**config.mk**
```make
export PLATFORM = sky130hd
export DESIGN_NAME = ordered_store_delete_max
export DESIGN_NICKNAME = d
export VERILOG_FILES = /design/src/rtl/osdm_pkg.sv /design/src/rtl/osdm_datapath.sv /design/src/rtl/osdm_ctrl.sv /design/src/rtl/ordered_store_delete_max.sv
export SDC_FILE = /design/constraint.sdc
export NUM_CORES = 1
export LEC_CHECK = 0
export ABC_AREA = 1
export BUFFER_PORTS_ARGS = -buffer_cell sky130_fd_sc_hd__buf_2
export CORE_MARGIN = 1.5
export CORE_UTILIZATION = 44
export CTS_CLUSTER_SIZE = 16
export DETAILED_ROUTE_END_ITERATION = 8
export PLACE_DENSITY = 0.72
export SYNTH_ARGS = -nofsm -noshare
export SYNTH_HDL_FRONTEND = slang
export SYNTH_SLANG_ARGS = --single-unit
```
**constraint.sdc**
```tcl
create_clock -name clk -period 3.7 [get_ports clk]
set_input_delay 0.37 -clock clk [delete_from_list [all_inputs] [get_ports clk]]
set_output_delay 0.37 -clock clk [all_outputs]
set_load 0.01 [all_outputs]
```
**src/rtl/osdm_pkg.sv**
```systemverilog
// Package for the ordered store with remove-highest-price.
// Holds sizes, status codes, controller states and the control/status bundles.
// No dependencies.
package osdm_pkg;

    // Store size and derived widths
    localparam int CAPACITY = 16;
    localparam int IDX_W    = (CAPACITY > 1) ? $clog2(CAPACITY) : 1;
    localparam int CNT_W    = $clog2(CAPACITY + 1);
    localparam int OCC_W    = 5;
    localparam int PRICE_W  = 16;
    localparam int TAG_W    = 16;

    // Result status codes
    typedef enum logic [1:0] {
        ST_INSERTED = 2'd0,
        ST_REMOVED  = 2'd1,
        ST_EMPTY    = 2'd2,
        ST_FULL     = 2'd3
    } osdm_status_t;

    // Request kinds
    typedef enum logic {
        KIND_INSERT = 1'b0,
        KIND_REMOVE = 1'b1
    } osdm_kind_t;

    // Controller states
    typedef enum logic [1:0] {
        S_IDLE,
        S_SCAN,
        S_SHIFT,
        S_DONE
    } osdm_state_t;

    // Controller to datapath
    typedef struct packed {
        logic start;      // beat accepted: apply insert or begin search
        logic scan_step;  // compare one entry against the running best
        logic compact;    // close the gap at the best slot, count down
    } osdm_cmd_t;

    // Datapath to controller
    typedef struct packed {
        logic immediate;  // accepted request finishes in the accept cycle
        logic single;     // exactly one entry held
        logic scan_last;  // current scan index is the last held entry
    } osdm_stat_t;

endpackage

```
**src/rtl/osdm_datapath.sv**
```systemverilog
// Datapath: entry storage, running-max search, compaction and result registers.
// Depends on osdm_pkg.
module osdm_datapath
    import osdm_pkg::*;
(
    input  logic                clk,
    input  logic                rst_n,
    input  osdm_cmd_t           cmd,
    output osdm_stat_t          stat,
    input  logic                kind,
    input  logic [PRICE_W-1:0]  price,
    input  logic [TAG_W-1:0]    item_tag,
    output osdm_status_t        status,
    output logic [PRICE_W-1:0]  removed_price,
    output logic [TAG_W-1:0]    removed_tag,
    output logic [OCC_W-1:0]    occupancy
);

    // Entry storage, arrival order, no reset
    logic [PRICE_W-1:0] price_reg [CAPACITY];
    logic [TAG_W-1:0]   tag_reg   [CAPACITY];

    logic [CNT_W-1:0]   count_reg,  count_next;
    logic [IDX_W-1:0]   scan_reg,   scan_next;
    logic [IDX_W-1:0]   best_reg,   best_next;
    logic [PRICE_W-1:0] bprice_reg, bprice_next;
    logic [TAG_W-1:0]   btag_reg,   btag_next;
    osdm_status_t       status_reg, status_next;
    logic [PRICE_W-1:0] rprice_reg, rprice_next;
    logic [TAG_W-1:0]   rtag_reg,   rtag_next;

    logic is_full;
    logic is_empty;
    logic do_write;

    assign is_full  = (count_reg == CNT_W'(CAPACITY));
    assign is_empty = (count_reg == '0);
    assign do_write = cmd.start && (kind == KIND_INSERT) && !is_full;

    // Status back to controller
    assign stat.immediate = !((kind == KIND_REMOVE) && !is_empty);
    assign stat.single    = (count_reg == CNT_W'(1));
    assign stat.scan_last = ((CNT_W'(scan_reg) + CNT_W'(1)) == count_reg);

    // Control-side next values
    always_comb
    begin
        count_next  = count_reg;
        scan_next   = scan_reg;
        best_next   = best_reg;
        bprice_next = bprice_reg;
        btag_next   = btag_reg;
        status_next = status_reg;
        rprice_next = rprice_reg;
        rtag_next   = rtag_reg;
        if (cmd.start)
        begin
            rprice_next = '0;
            rtag_next   = '0;
            best_next   = '0;
            scan_next   = IDX_W'(1);
            bprice_next = price_reg[0];
            btag_next   = tag_reg[0];
            if (kind == KIND_INSERT)
            begin
                if (is_full)
                begin
                    status_next = ST_FULL;
                end
                else
                begin
                    status_next = ST_INSERTED;
                    count_next  = count_reg + CNT_W'(1);
                end
            end
            else if (is_empty)
            begin
                status_next = ST_EMPTY;
            end
        end
        else if (cmd.scan_step)
        begin
            // strict greater keeps the oldest entry on ties
            if (price_reg[scan_reg] > bprice_reg)
            begin
                best_next   = scan_reg;
                bprice_next = price_reg[scan_reg];
                btag_next   = tag_reg[scan_reg];
            end
            scan_next = scan_reg + IDX_W'(1);
        end
        else if (cmd.compact)
        begin
            status_next = ST_REMOVED;
            rprice_next = bprice_reg;
            rtag_next   = btag_reg;
            count_next  = count_reg - CNT_W'(1);
        end
    end

    // Control registers
    always_ff @(posedge clk or negedge rst_n)
    begin
        if (!rst_n)
        begin
            count_reg <= '0;
        end
        else
        begin
            count_reg <= count_next;
        end
    end

    // Working and result payload registers
    always_ff @(posedge clk)
    begin
        scan_reg   <= scan_next;
        best_reg   <= best_next;
        bprice_reg <= bprice_next;
        btag_reg   <= btag_next;
        status_reg <= status_next;
        rprice_reg <= rprice_next;
        rtag_reg   <= rtag_next;
    end

    // Entry storage: tail append, or shift down above the removed slot
    always_ff @(posedge clk)
    begin
        if (do_write)
        begin
            price_reg[count_reg[IDX_W-1:0]] <= price;
            tag_reg[count_reg[IDX_W-1:0]]   <= item_tag;
        end
        else if (cmd.compact)
        begin
            for (int i = 0; i < CAPACITY - 1; i++)
            begin
                if (IDX_W'(i) >= best_reg)
                begin
                    price_reg[i] <= price_reg[i+1];
                    tag_reg[i]   <= tag_reg[i+1];
                end
            end
        end
    end

    assign status        = status_reg;
    assign removed_price = rprice_reg;
    assign removed_tag   = rtag_reg;
    assign occupancy     = OCC_W'(count_reg);

endmodule

```
**src/rtl/osdm_ctrl.sv**
```systemverilog
// Controller: sequences accept, max search, compaction and result handoff.
// Depends on osdm_pkg.
module osdm_ctrl
    import osdm_pkg::*;
(
    input  logic       clk,
    input  logic       rst_n,
    input  logic       s_tvalid,
    output logic       s_tready,
    output logic       m_tvalid,
    input  logic       m_tready,
    input  osdm_stat_t stat,
    output osdm_cmd_t  cmd
);

    osdm_state_t state_reg, state_next;

    // State register
    always_ff @(posedge clk or negedge rst_n)
    begin
        if (!rst_n)
        begin
            state_reg <= S_IDLE;
        end
        else
        begin
            state_reg <= state_next;
        end
    end

    // Next state
    always_comb
    begin
        state_next = state_reg;
        unique case (state_reg)
            S_IDLE:
            begin
                if (s_tvalid)
                begin
                    priority if (stat.immediate)
                        state_next = S_DONE;
                    else if (stat.single)
                        state_next = S_SHIFT;
                    else
                        state_next = S_SCAN;
                end
            end
            S_SCAN:
            begin
                if (stat.scan_last)
                begin
                    state_next = S_SHIFT;
                end
            end
            S_SHIFT:
            begin
                state_next = S_DONE;
            end
            S_DONE:
            begin
                if (m_tready)
                begin
                    state_next = S_IDLE;
                end
            end
            default:
            begin
                state_next = S_IDLE;
            end
        endcase
    end

    // Outputs
    always_comb
    begin
        s_tready      = 1'b0;
        m_tvalid      = 1'b0;
        cmd.start     = 1'b0;
        cmd.scan_step = 1'b0;
        cmd.compact   = 1'b0;
        unique case (state_reg)
            S_IDLE:
            begin
                s_tready  = 1'b1;
                cmd.start = s_tvalid;
            end
            S_SCAN:
            begin
                cmd.scan_step = 1'b1;
            end
            S_SHIFT:
            begin
                cmd.compact = 1'b1;
            end
            S_DONE:
            begin
                m_tvalid = 1'b1;
            end
            default:
            begin
                s_tready = 1'b0;
            end
        endcase
    end

endmodule

```
**src/rtl/ordered_store_delete_max.sv**
```systemverilog
// Ordered store with remove-highest-price, stream in / stream out.
// Insert, full or empty results are registered at accept; a remove loads entry 0
// at accept, compares the other held entries one per cycle, then compacts once.
// One request at a time: the next beat is accepted the cycle after the result
// beat is taken. Reset clears the entry count and the controller; stored
// entries are not cleared and are never read before being written.
module ordered_store_delete_max
    import osdm_pkg::*;
(
    input  logic        clk,
    input  logic        rst_n,
    input  logic        s_tvalid,
    output logic        s_tready,
    input  logic [31:0] s_tdata,   // [15:0] price, [31:16] item_tag
    input  logic        s_tuser,   // [0] kind
    output logic        m_tvalid,
    input  logic        m_tready,
    output logic [39:0] m_tdata,   // [15:0] removed_price, [31:16] removed_tag,
                                   // [36:32] occupancy, [39:37] zero
    output logic [1:0]  m_tuser    // [1:0] status
);

    osdm_cmd_t          cmd;
    osdm_stat_t         stat;
    osdm_status_t       status;
    logic [PRICE_W-1:0] removed_price;
    logic [TAG_W-1:0]   removed_tag;
    logic [OCC_W-1:0]   occupancy;

    osdm_ctrl u_ctrl (
        .clk      (clk),
        .rst_n    (rst_n),
        .s_tvalid (s_tvalid),
        .s_tready (s_tready),
        .m_tvalid (m_tvalid),
        .m_tready (m_tready),
        .stat     (stat),
        .cmd      (cmd)
    );

    osdm_datapath u_datapath (
        .clk           (clk),
        .rst_n         (rst_n),
        .cmd           (cmd),
        .stat          (stat),
        .kind          (s_tuser),
        .price         (s_tdata[15:0]),
        .item_tag      (s_tdata[31:16]),
        .status        (status),
        .removed_price (removed_price),
        .removed_tag   (removed_tag),
        .occupancy     (occupancy)
    );

    // Pack result beat
    assign m_tdata = {3'b000, occupancy, removed_tag, removed_price};
    assign m_tuser = status;

endmodule
```
==> qor.yml, run 1 <==
status:
  outcome: "finished clean"
cts:
  clock_latency_ns: 0.65
  ctsLongestPathBuffers: 3
  path_clk_slew_ns: 0.06
  cts_root_buf: "clkbuf_16"
  numCtsBuffers: 61
  htreeDepth: 2
  post_cts_buffers: 0
  tritoncts: "built"
  cts.sinks: 597
synth:
  ys_seq_area_share_pct: 58.32
  yosysWarnings: 0
  synth_cells: 3288
  synth.distinct_cells: 36
  synth_area_per_cell_um2: 9.101
  ys_ff_latch: 597
  synth_area_um2: 29920
floorplan:
  floorplan.initialDensity_pct: 44.48
  num_rows: 95
  die_w_um: 263.8
  design.core.area_um2: 67280
  num_io_pins: 81
  die_h_um: 263.8
  dieArea_um2: 69580
grt:
  grt_antenna_before_repair: 3
  grt-ovfl-total: 0
  grt_pass1_vias: 22420
  track_usage_pct: 24.72
  grt_max_degree: 100
  grt_pass1_wl_mm: 133.5
detailed_routing:
  first_pass_iters: 6
  drcViolationCount: 0
  drt-total-wl_mm: 86.87
  ant_nets: 0
  routedWlPerCell_um: 20.80
  num_vias: 24050
  viasPerCell: 5.757
  first_iter_violations: 3202
finish:
  drive_above_1_share_pct: 9.991
  finalNonFillerCells: 4177
  utilization_pct: 49.69
  fin_nets: 3315
  layout_common_cells: "608 x nand2_1, 546 x edfxtp_1, 497 x o21ai_0, 351 x a21oi_1, 348 x inv_1"
  final_common_cell: "nand2_1"
  areaGrowthSynthToFinish_pct: 11.71
  fill_cells: 6052
power:
  p_seq_share_pct: 36.8
  leakage_nw: 13.56
  ir_drop_mv: 0.6999
  swShare_pct: 42.27
  power_density_nw_per_um2: 960.6
  p_clk_share_pct: 19.7
  p_int_mw: 18.54
  switchingPower_mw: 13.57
  combPwrFrac_pct: 43.5
timing:
  skew_ns: 0.01575
  fin_setup_tns_ns: 0
  setup_violations: 0
  grt_setup_unrepaired: "no"
  final_max_slew_viol_count: 0
  hold_viol: 0
  fin_ws_ns: 0.4611
  worst_slew_pin_slew_ns: 0.9637
  fin_crit_sh_pct: 87.54
  max_freq_mhz: 308.7
  finalCriticalPeriod_ns: 3.239
  fin_worst_hold_slack_ns: 0.09185
  relSlewSlack_pct: 35.76
critical_path:
  r2r_cells: 10
  r2r_end: "u_datapath.tag_reg[10][2]"
  critical_path_class: "reg2reg"
  required_ns: 3.97
  endpoint_kind: "flop"
  critPathLaunchType: "flop"
  ff2ff_setup_slack_ns: 0.46
  critPathMaxFanout: 32
  r2r-start: "u_datapath.occupancy[0]"
  worstPathArrival_ns: 3.51
place:
  gp_congestion: 0.8990
  place_inst: 4060
  dp_hpwl_mm: 53.46
  io_buffers: 77
  place_ws_ns: 0.5036
worst_hold_path:
  hp-class: "in2async"
flow_run:
  cap_violations: 0
synthesized netlist by cell type:
master,n,area (um2)
xnor2_1,1,8.760
nand2_4,1,11.26
nor4_1,2,12.51
nor2_4,2,22.52
dfrtp_1,7,175.2
nand3_2,1,10.01
o21ai_0,511,2557
edfxtp_1,546,16400
o211ai_1,27,202.7
nand4_1,2,12.51
nor2_1,159,596.8
buf_4,5,37.54
or2_2,1,6.260
o31ai_1,1,7.510
mux2_2,45,506.7
a21oi_1,351,1757
buf_1,56,210.2
clkbuf_1,143,536.8
a31oi_1,15,93.84
buf_2,53,265.3
o21bai_1,1,7.510
a22oi_1,1,7.510
o22ai_1,1,6.260
inv_1,350,1314
ha_1,26,325.3
clkinv_1,1,3.750
nor3_4,1,16.27
nand2_2,3,18.77
xor2_1,8,70.07
dfxtp_1,44,880.8
a21o_1,1,7.510
conb_1,1,3.750
inv_2,6,22.52
nand3_1,228,1141
nand2_1,613,2301
o21ai_1,74,370.4
cells by family after synthesis:
| group | after synthesis | synth area share, % |
|---|---|---|
| AOI/OAI and AO/OA | 983 | 16.77 |
| muxes | 45 | 1.694 |
| DFF | 597 | 58.32 |
| and+or+nand+nor | 1013 | 13.87 |
| buffers and inverters | 614 | 7.987 |
| adders and majority gates | 26 | 1.087 |
| xor gates and xnor gates | 9 | 0.2634 |
| other | 1 | 0.01253 |
power groups by stage:
stage,registers [mW],logic (mW),clock network [mW]
3_5_place_dp,11.9,13.6,0
2_1_floorplan,11.8,8.79,0
5_1_grt,12.0,15.3,6.58
3_3_place_gp,11.8,13.4,0
6_report,11.8,14.0,6.32
4_1_cts,11.8,13.7,6.38
per-layer routing:
layer / wire length (um) / part of all wire (%) / track usage, % / vias to the layer above
met2: 37920 / 44 / 37.66 / 1368
met4: 2816 / 3.2 / 8.916 / 2
li1: - / - / - / 11180
met3: 9840 / 11 / 4.707 / 178
met1: 36280 / 42 / 35.20 / 11320
met5: 9 / 0.010 / 0 / -
metrics by stage:
| stage | power (mW) | cell area, um2 |
|---|---|---|
| finish | 32.11 | 33430 |
| global route | 33.96 | 33420 |
| CTS | 31.88 | 33420 |
| detailed placement | 25.53 | 31390 |
| global placement | 25.21 | 31390 |
| floorplan | 20.62 | 29930 |
final cells by class:
class | count | area (um2) | share of cell area, %
inverters | 357 | 1343 | 4.016
diodes | 1 | 2.502 | 0.007486
multi-input cells | 2079 | 10310 | 30.85
clock inverters | 23 | 236.5 | 0.7074
clock buffers | 91 | 1783 | 5.334
repair buffers | 156 | 1196 | 3.578
well taps | 873 | 1092 | 3.268
flip-flops and latches | 597 | 17460 | 52.23
worst max-delay path, cell delays in order, from the launching register on:
cell     delay, ns
dfrtp_1       0.52
inv_1         0.13
ha_1          0.21
inv_1         0.32
nor2_4        0.09
nand2_2       0.11
nand2_4       0.13
inv_2         0.15
nand3_1       0.37
o21ai_4       0.27
buf_4         0.54
worst max-delay path by stage:
| stage | start | to | slack [ns] |
|---|---|---|---|
| finish | u_datapath.occupancy[0] | u_datapath.tag_reg[10][2] | 0.46 |
| global route | flop | u_datapath.btag_reg[6] | 0.20 |
| CTS | u_datapath.occupancy[0] | u_datapath.tag_reg[10][7] | 0.51 |
| detailed placement | u_datapath.occupancy[0] | u_datapath.tag_reg[10][8] | 0.50 |
| global placement | u_datapath.occupancy[1] | u_datapath.price_reg[5][9] | 0.57 |
| floorplan | u_datapath.occupancy[0] | u_datapath.price_reg[4][0] | -0.44 |
timing repair:
item                                    in CTS  in global routing
hold endpoints to repair                     8                  0
gates resized for setup                      0                  0
hold buffers                                 2                  0
endpoints found under the setup margin       0                  0
Power figures use the tool's default switching activity.
==> inputs of run 2 (changes only) <==
--- a/config.mk
+++ b/config.mk
@@ -11,7 +11,10 @@
 export CORE_UTILIZATION = 44
 export CTS_CLUSTER_SIZE = 16
 export DETAILED_ROUTE_END_ITERATION = 8
+export GPL_ROUTABILITY_DRIVEN = 0
 export PLACE_DENSITY = 0.72
+export SLEW_MARGIN = 10
 export SYNTH_ARGS = -nofsm -noshare
 export SYNTH_HDL_FRONTEND = slang
+export SYNTH_HIERARCHICAL = 1
 export SYNTH_SLANG_ARGS = --single-unit
==> run 2 against run 1 <==
Against the previous run: the run now ends with DRC left; combinational power rose by 3%; fmax fell by 4.6%; sequential power barely moved; sequential share of layout area rose by 0.76 points; final cell count fell by 0.81%; flip-flop and latch count did not move; die area fell by 0.88%; register-to-register slack got worse by 0.15 ns; synthesized area fell by 0.89%; clock skew fell by 0.0019 ns; synthesized cell count fell by 1.0%; highest routed layer unchanged.
==> qor.yml, run 2 <==
status:
  outcome: "finished with violations"
  violations: "DRC"
critical_path:
  crit_chain: "inv_6 > a21oi_1 > o21ai_0 > nand3_1 > nand3_1 > nand2_1 > ha_1 > nand2_1 > inv_1 > nand3_1 > nor2_1 > nand2_1 > nand2_1 > nand2_1 > nand2_2 > buf_4"
  r2r_cells: 16  # +6
  crit_path_end: "u_datapath/btag_reg[10]"
  r2r_end: "u_datapath/btag_reg[10]"
  worstPathArrival_ns: 3.67  # +0.16 ns
  worst_path_most_repeated_cell: "nand2_1"
  critical_path_class: "reg2reg"
  endpoint_kind: "flop"
  slowest_delay_ns: 0.46  # -0.08 ns
  critPathMaxFanout: 81  # +150%
  ff2ff_setup_slack_ns: 0.31  # -0.15 ns
  crit_slowest_cell: "inv_6"
  critPathLaunchType: "flop"
  required_ns: 3.97  # about the same
timing:
  fin_ws_ns: 0.3061  # -0.1549 ns
  fin_setup_tns_ns: 0  # unchanged
  final_max_slew_viol_count: 0  # unchanged
  finalCriticalPeriod_ns: 3.394  # +0.1549 ns
  relSlewSlack_pct: 44.08  # +8.3 points
  max_freq_mhz: 294.6  # -4.6%
  skew_ns: 0.01381  # -0.001942 ns
  fin_worst_hold_slack_ns: 0.07731  # -0.01453 ns
  worst_slew_pin_slew_ns: 0.8356  # -0.1280 ns
  hold_viol: 0  # unchanged
  fin_crit_sh_pct: 91.73  # +4.2 points
  grt_setup_unrepaired: "no"
  setup_violations: 0  # unchanged
cts:
  tritoncts: "built"
  ctsLongestPathBuffers: 3  # unchanged
  htreeDepth: 2  # unchanged
  cts_resized: 0  # unchanged
  clock_latency_ns: 0.64  # about the same
  cts.sinks: 597  # unchanged
  path_clk_slew_ns: 0.06  # about the same
  numCtsBuffers: 60  # -1.6%
  cts_root_buf: "clkbuf_16"
synth:
  synth_edf_count: 546  # unchanged
  synth_top_family_by_area: "compound AO/OA/AOI/OAI gates"
  synth_xor_area_share_pct: 0.2658  # +0.0024 points
  synth.distinct_cells: 40  # +11%
  yosysWarnings: 6  # +6
  ys_seq_area_share_pct: 58.84  # +0.52 points
  synth.top_cell.area_share_pct: 55.28  # +0.49 points
  ys_ff_latch: 597  # unchanged
  synth_mux_area_share_pct: 0  # -1.7 points
  synth_simple_gate_area_share_pct: 16.04  # +2.2 points
  netlist_top_cells_area: "edfxtp_1 55%, a21oi_1 7.5%, nand2_1 7.2%, o21ai_0 6.8%, nand3_1 4.4%"
  yosysMostFrequentCell: "nand2_1"
  synth_compound_area_share_pct: 16.25  # -0.52 points
  postSynth.asyncResetShare_pct: 1.173  # unchanged
  synth_cells: 3254  # -1.0%
  synth_common_cells: "567 x nand2_1, 546 x edfxtp_1, 445 x a21oi_1, 400 x o21ai_0, 320 x nor2_1"
  synthAdderAreaFrac_pct: 1.055  # -0.032 points
  synth-main-ff-cell: "edfxtp_1"
  yosysTopAreaCell: "edfxtp_1"
  synth_area_per_cell_um2: 9.114  # +0.15%
  synth_area_um2: 29660  # -0.89%
power:
  swShare_pct: 43.74  # +1.5 points
  switchingPower_mw: 14.08  # +3.7%
  p_clk_share_pct: 18.1  # -1.6 points
  p_int_mw: 18.11  # -2.3%
  p_seq_share_pct: 37.1  # +0.3 points
  power_density_nw_per_um2: 977.1  # +1.7%
  total_power_mw: 32.19  # +0.25%
  leakage_nw: 12.85  # -5.2%
  combPwrFrac_pct: 44.8  # +1.3 points
  ir_drop_mv: 0.6466  # -7.6%
floorplan:
  die_w_um: 262.6  # -0.44%
  num_rows: 95  # unchanged
  design.core.area_um2: 66920  # -0.53%
  dieArea_um2: 68970  # -0.88%
  floorplan.initialDensity_pct: 44.32  # -0.16 points
  num_io_pins: 81  # unchanged
  die_h_um: 262.6  # -0.44%
place:
  dp_hpwl_mm: 52.01  # -2.7%
  io_buffers: 77  # unchanged
  dpl_cell_area_um2: 30950  # -1.4%
  place_inst: 4014  # -1.1%
  place_ws_ns: 0.3994  # -0.1042 ns
detailed_routing:
  drcViolationCount: 4  # +4
  ant_nets: 0  # unchanged
  first_pass_iters: 8  # +2
  routedWlPerCell_um: 21.68  # +4.3%
  drt-total-wl_mm: 89.83  # +3.4%
  first_iter_violations: 3770  # +18%
  num_vias: 24390  # +1.4%
  viasPerCell: 5.887  # +2.2%
finish:
  fin_nets: 3280  # -1.1%
  fill_cells: 5972  # -1.3%
  utilization_pct: 49.23  # -0.45 points
  drive_above_1_share_pct: 8.507  # -1.5 points
  fin_area_um2: 32950  # -1.4%
  final_common_cell: "nand2_1"
  layout_common_cells: "563 x nand2_1, 546 x edfxtp_1, 445 x a21oi_1, 386 x o21ai_0, 318 x nor2_1"
  finalNonFillerCells: 4143  # -0.81%
  areaGrowthSynthToFinish_pct: 11.09
grt:
  grt_pass1_vias: 22470  # +0.21%
  grt_antenna_before_repair: 5  # +2
  grt-ovfl-total: 0  # unchanged
  track_usage_pct: 25.62  # +0.90 points
  grt_max_degree: 129  # +29%
  grt_pass1_wl_mm: 136.8  # +2.5%
worst_hold_path:
  hp-class: "in2reg"
flow_run:
  cap_violations: 0  # unchanged
[run 2: cell count changes after synthesis, moves of 29 or more]
cell / previous run / this run
o21ai_0: 511 / 400
o21ai_1: 74 / 45
nor2_1: 159 / 320
inv_1: 350 / 245
nand3_1: 228 / 262
mux2_2: 45 / 0
a21oi_1: 351 / 445
nand2_1: 613 / 567
[run 2: kinds of logic after synthesis]
kind of cell	after synthesis
buffers and inverters	515
xor gates and xnor gates	9
other	1
and+or+nand+nor	1166
DFF	597
AOI/OAI and AO/OA	941
adders and majority gates	25
[run 2: power groups by stage]
stage               combinational, mW  clock [mW]  sequential [mW]
floorplan                        8.99           0             11.9
global placement                 13.7           0             12.0
detailed placement               14.0           0             12.0
CTS                              14.0        5.91             11.9
global route                     15.7        6.17             12.2
finish                           14.4        5.84             11.9
[run 2: worst min-delay path by stage]
stage / cells after the start / endpoint / startpoint
finish: 1 / u_datapath/tag_reg[15][3] / s_tdata[19]
global route: 1 / u_datapath/tag_reg[15][3] / s_tdata[19]
CTS: 1 / u_datapath/tag_reg[15][3] / s_tdata[19]
detailed placement: 1 / u_ctrl/state_reg[1] / rst_n
global placement: 1 / u_ctrl/state_reg[1] / rst_n
floorplan: 0 / u_ctrl/state_reg[0] / rst_n
[run 2: layer usage]
metal	track usage [%]	wire (um)	up-vias
met3	5.463	11850	202
met5	0	37	-
met1	36.30	35460	11420
met2	39.47	39890	1645
met4	7.794	2593	6
li1	-	-	11120
[run 2: repair_timing]
item,in CTS,in global routing
endpoints found under the hold margin,21,0
hold buffers,15,0
setup buffers,0,0
[run 2: final cells by class]
| type | count | area, um2 | area share, % |
|---|---|---|---|
| antenna | 2 | 5.005 | 0.01519 |
| timing repair buffer | 161 | 1366 | 4.147 |
| clock inverter | 25 | 166.4 | 0.5051 |
| tap | 873 | 1092 | 3.315 |
| inverter | 254 | 963.4 | 2.924 |
| multi-input combinational | 2144 | 10220 | 31.01 |
| clock buffer | 87 | 1675 | 5.085 |
| sequential | 597 | 17460 | 53.00 |
[run 2: critical path, delay by kind of cell (launching register included)]
family / cells / cell delay, ns
buffers and inverters: 3 / 0.94
AND/OR/NAND/NOR: 10 / 1.06
adder cells (fa/ha/maj): 1 / 0.34
flip-flops: 1 / 0.42
AO/OA/AOI/OAI: 2 / 0.23
